<file path="config.mk">
export PLATFORM = sky130hd
export DESIGN_NAME = llas_ctrl
export DESIGN_NICKNAME = d
export VERILOG_FILES = /design/src/rtl/llas_pkg.sv /design/src/rtl/llas_ctrl.sv
export SDC_FILE = /design/constraint.sdc
export NUM_CORES = 1
export LEC_CHECK = 0
export BUFFER_PORTS_ARGS = -buffer_cell sky130_fd_sc_hd__buf_2
export CAP_MARGIN = 10
export CORE_AREA = 4 4 41 43
export CTS_CLUSTER_DIAMETER = 200
export CTS_CLUSTER_SIZE = 20
export DETAILED_ROUTE_END_ITERATION = 12
export DIE_AREA = 0 0 45 47
export PLACE_DENSITY = 0.42
export SLEW_MARGIN = 10
export SYNTH_ARGS = -nofsm -noshare
export SYNTH_HDL_FRONTEND = slang
export SYNTH_SLANG_ARGS = --single-unit
</file>
<file path="constraint.sdc">
create_clock -name clk -period 1.4 [get_ports clk]
set_input_delay 0.07 -clock clk [delete_from_list [all_inputs] [get_ports clk]]
set_output_delay 0.07 -clock clk [all_outputs]
set_load 0.01 [all_outputs]
</file>
<file path="src/rtl/llas_pkg.sv">
`timescale 1ns / 1ps

package llas_pkg;

  localparam int MaxWidth   = 64;
  localparam int MaxHeight  = 64;
  localparam int ColW       = $clog2(MaxWidth);
  localparam int RowW       = $clog2(MaxHeight);
  localparam int AddrW      = RowW + 1;
  localparam int Depth      = 2 * MaxHeight;
  localparam int SizeW      = 7;
  localparam int MaskW      = 9;
  localparam int CountW     = 4;
  localparam int SweepSteps = MaxHeight + 2;
  localparam int StepW      = $clog2(SweepSteps);

  localparam logic [SizeW-1:0] WidthReset   = 7'd64;
  localparam logic [SizeW-1:0] HeightReset  = 7'd64;
  localparam logic [MaskW-1:0] SurviveReset = 9'd12;
  localparam logic [MaskW-1:0] BornReset    = 9'd8;

  typedef enum logic [1:0] {
    ReqWrite = 2'd0,
    ReqRead  = 2'd1,
    ReqStep  = 2'd2,
    ReqNone  = 2'd3
  } req_t;

  typedef enum logic [1:0] {
    CfgWidth   = 2'd0,
    CfgHeight  = 2'd1,
    CfgSurvive = 2'd2,
    CfgBorn    = 2'd3
  } cfg_reg_t;

  typedef struct packed {
    logic latch;
    logic rd_cell;
    logic wr_cell;
    logic sweep;
    logic load_out;
  } cmd_t;

  typedef struct packed {
    req_t req;
    logic coord_err;
    logic sweep_last;
  } sts_t;

endpackage

</file>
<file path="src/rtl/llas_ctrl.sv">
`timescale 1ns / 1ps

module llas_ctrl (
  input  logic            clk,
  input  logic            rst,
  input  logic            req_valid,
  output logic            req_ready,
  output logic            rsp_valid,
  input  logic            rsp_ready,
  input  llas_pkg::sts_t  sts,
  output llas_pkg::cmd_t  cmd
);

  typedef enum logic [2:0] {
    StIdle,
    StDecode,
    StCell,
    StSweep,
    StResp
  } state_t;

  state_t state;
  state_t state_next;
  logic   out_free;

  assign out_free  = !rsp_valid || rsp_ready;
  assign req_ready = (state == StIdle);

  always_comb begin
    state_next   = state;
    cmd          = '0;
    unique case (state)
      StIdle: begin
        if (req_valid) begin
          cmd.latch  = 1'b1;
          state_next = StDecode;
        end
      end
      StDecode: begin
        if ((sts.req == llas_pkg::ReqWrite || sts.req == llas_pkg::ReqRead)
            && !sts.coord_err) begin
          cmd.rd_cell = 1'b1;
          state_next  = StCell;
        end else if (sts.req == llas_pkg::ReqStep) begin
          state_next = StSweep;
        end else begin
          state_next = StResp;
        end
      end
      StCell: begin
        cmd.wr_cell = (sts.req == llas_pkg::ReqWrite);
        state_next  = StResp;
      end
      StSweep: begin
        cmd.sweep = 1'b1;
        if (sts.sweep_last) begin
          state_next = StResp;
        end
      end
      StResp: begin
        if (out_free) begin
          cmd.load_out = 1'b1;
          state_next   = StIdle;
        end
      end
      default: begin
        state_next = StIdle;
      end
    endcase
  end

  always_ff @(posedge clk) begin
    if (rst) begin
      state     <= StIdle;
      rsp_valid <= 1'b0;
    end else begin
      state <= state_next;
      if (cmd.load_out) begin
        rsp_valid <= 1'b1;
      end else if (rsp_ready) begin
        rsp_valid <= 1'b0;
      end
    end
  end

endmodule

</file>
* Word-level counts from Yosys, hierarchy flattened *
Index checks and enable logic that the tools add are counted.
Widths: inputs -> output; s select.

operators by class
  $add $sub $neg = 0
  order comparisons = 0
  reduce and logical (&&, ||, !) cells = 9
  equal/unequal tests = 9
  shifts and indexed selects = 0
  muxes and demuxes = 16
  $mul = 0
  div/mod/pow operators = 0
  bitwise logic cells = 0

operators by type and width
  cell                count
  $mux 3              5
  $pmux 3 s5          1
  $mux 1              10
  $eq 3x2->1 const B  2
  $ne 2x2->1 const B  3
  $eq 3x1->1 const B  1
  $eq 3x3->1 const B  1
  $logic_not 3->1     1
  $reduce_and 3->1    1
  $eq 2x1->1 const B  1
  $eq 2x2->1 const B  1
  $logic_not 1->1     2
  $logic_not 2->1     1
  $logic_or 1x1->1    2
  $reduce_bool 2->1   1
  $logic_and 1x1->1   1

storage, ports and cells
  logic and storage cells = 36
  memory bits (read-only) = 0
  bits in writable memories = 0
  memories = 0
  latch bits = 0
  output and inout port bits = 7
  flip-flop bits (word level) = 4
  bits of input ports = 8

* Depth between registers and ports, before layout *
  depth after elaboration = 5
  gate-level depth with buffers = 3
  mapped depth without buffers = 3

* Least setup slack after synthesis *
No wires, ideal clock.

  path kind = register to register
  start point = reg state[2]
  end point = reg state[1]
  period minus slack after synthesis = 1.155 ns
  arrival = 1.075 ns
  slack = 0.245 ns
  required time = 1.321 ns
  cell stages (with the launch flop) = 4
  cells stage by stage = dfxtp_1 -> nand2b_1 -> or4_4 -> a211oi_2

on the way
  word-level cells in the longest chain between the ends = 3
  elaborated cells on any way between the ends = 10

RTL lines
  element                             RTL line         source
  start: declaration                  llas_ctrl.sv:22  state_t state;
  start signal: assignment            llas_ctrl.sv:74  state <= StIdle;
  start signal: assignment            llas_ctrl.sv:77  state <= state_next;
  $eq 3x3->1 (tied with other cells)  llas_ctrl.sv:32  unique case (state)
  $ne 2x2->1 (no source line)         -
  $reduce_and 3->1 (no source line)   -

Parallel ways exist; a longest one is shown, timed or not.
A chain may end at the register's enable or synchronous reset.

==> results.json <==
{
  "status": "finished, final reports clean",
  "hold_violations": 0,
  "diodes": 0,
  "post-place-ws_ps": 171,
  "setup_viol": 0,
  "clock-root-buffer": "clkbuf_4",
  "drc": 0,
  "top_layer": "met3",
  "slew_violations": 0,
  "clock_skew_ps": 0.686,
  "synthXorXnorAreaFrac_pct": 0,
  "core-area_mm2": 0.00130,
  "cts_buffers": 3,
  "synth.area.mux_share_pct": 3.69,
  "final_cell_mix": "buf_2, nor2b_1, clkbuf_4",
  "ant_nets": 0,
  "crit_path_end_kind": "primary output",
  "setup_ws_ps": 26.2,
  "clk_latency_ps": 230,
  "critPathMaxFanout": 4,
  "via_per_inst": 4.55,
  "synth_compound_area_share_pct": 21.7,
  "multiInputGateArea_um2": 188,
  "cts_tree": "yes",
  "syn_nets": 41,
  "arrival_ps": 1300,
  "finalSetupTns_ps": 0,
  "synthFlopType": "dfxtp_1",
  "wl_met2_um": 363,
  "cts_hold_buf": 0,
  "synth_edf_count": 0,
  "cap_violations": 0,
  "fp.dieW_um": 45,
  "tightest_slew_ps": 378,
  "synth-adder-area-share_pct": 0,
  "final_common_cell": "buf_2",
  "routed_wl_um": 778,
  "reg2reg_slack_ps": 200,
  "synth_cell_types": 21,
  "io_buffers": 14,
  "fmax_ghz": 0.728,
  "initialDrtViolationCount": 4,
  "hp-class": "primary input to flop",
  "hold_start": "rst",
  "nets": 62,
  "fin_crit_sh_pct": 98.1,
  "seq_area_um2": 86.3,
  "cts_max_path_buffers": 2,
  "dp_hpwl_um": 559,
  "syn_area_per_cell_um2": 8.23,
  "wire_per_inst_um": 11.6,
  "wl_met3_um": 81,
  "grtUsageTotal_pct": 8.85,
  "yosysWarnings": 0,
  "synthSimpleGateAreaFrac_pct": 41.0,
  "synthArstFlopShare_pct": 0,
  "crit_start": "state[2]",
  "grt_overflow": 0,
  "reg2reg_from": "state[2]",
  "grt_pass1_vias": 322,
  "via_count": 305,
  "synth_top_family_by_area": "simple AND/OR/NAND/NOR gates",
  "fp-row-count": 13,
  "dieArea_mm2": 0.00212,
  "gp_congestion": 0.679,
  "fin_area_um2": 418,
  "clk_pin_slew_ps": 40,
  "wl_met1_um": 333,
  "p_per_area_mw_per_mm2": 996,
  "area_growth_pct": 53.9,
  "grt_first_pass_wirelength_um": 1340,
  "cts_max_level": 1,
  "clkSinkCount": 4,
  "netlist_instances": 33,
  "dr.pass1.iters": 3,
  "post-route-min-period_ps": 1370,
  "start_kind": "flop",
  "die_y_um": 47,
  "ys_seq_area_share_pct": 29.5,
  "crit_required_ps": 1330,
  "p_leak_nw": 0.196,
  "n_fill_cell": 150,
  "rsz0062_at_grt": "true",
  "drive_above_1_share_pct": 51.9,
  "antenna_found_initial": 0,
  "worst_ir_drop_vdd_uv": 236,
  "placed_cell_area_um2": 368,
  "netlist_area_um2": 272,
  "start_util_pct": 20.9,
  "io_pins": 15,
  "grt_start_max_net_pins": 9,
  "slew-limit-headroom_pct": 74.7,
  "synth_seq_cells": 4,
  "crit_type": "flop to primary output"
}
[layer usage]
layer | vias up | global-route usage, %
met5 | - | 0
met2 | 13 | 13.6
met1 | 134 | 10.3
met4 | 0 | 7.02
met3 | 0 | 2.68
li1 | 158 | -
[area by class of cell]
cell class              count  share of cell area (%)
clock buffers               3                    5.39
inverters                   3                    2.69
multi-input cells          26                    44.9
flip-flops and latches      4                    20.7
well taps                  15                    4.49
repair buffers             16                    21.9
[cell families (layout without fill, tap and decap cells)]
| family | count (synthesis) | count (layout) |
|---|---|---|
| multiplexers | 1 | 1 |
| AND/OR/NAND/NOR | 18 | 18 |
| flip-flops | 4 | 4 |
| buffers and inverters | 3 | 22 |
| AO/OA/AOI/OAI | 7 | 7 |
[final timing paths]
kind,end,cells past startpoint
worst max-delay path,cmd[3],4
worst min-delay path,state[1],2
worst max register to register,state[0],4
worst min register to register,rsp_valid,2
[synthesized netlist by cell type (2+ instances only)]
| master | instances | area share [%] |
|---|---|---|
| nor2_1 | 2 | 2.8 |
| dfxtp_1 | 4 | 29 |
| inv_1 | 3 | 4.1 |
| and2_1 | 2 | 4.6 |
| nand2b_1 | 3 | 6.9 |
| nor2b_1 | 3 | 6.9 |
| or3_1 | 2 | 4.6 |
[state kept, by name (all words and copies together), names as in the netlist]
| signal | count |
|---|---|
| rsp_valid | 1 |
| state | 3 |
[power breakdown]
group	switching, mW	internal (mW)	leakage, nW
Sequential	0.0137	0.126	0.0342
Combinational	0.0634	0.0681	0.148
Clock	0.0489	0.0960	0.0138
Total	0.126	0.290	0.196
[worst max-delay path, stage by stage, from the launching register on]
cell and delay [ps]:
dfxtp_4 340, nand2b_4 130, or4_4 430, inv_2 70, buf_6 90
[stage by stage]
| stage | utilization (%) | hold WS, ps | power, mW | std cells |
|---|---|---|---|---|
| 2_1_floorplan | - | 135 | 0.208 | 33 |
| 3_3_place_gp | 28.3 | 299 | 0.260 | 63 |
| 3_5_place_dp | 28.3 | 292 | 0.258 | 63 |
| 4_1_cts | 31.6 | 30.8 | 0.422 | 67 |
| 5_1_grt | 32.1 | 56.5 | 0.448 | 67 |
| 6_report | 32.1 | 52.5 | 0.416 | 67 |
[repair_timing]
item	in CTS	in global routing
setup endpoints to repair	1	1
gates cloned	0	0
setup buffers	1	0
resized for setup	5	2
pin swaps	0	0
Note: power is estimated with default switching activity, not from simulation.
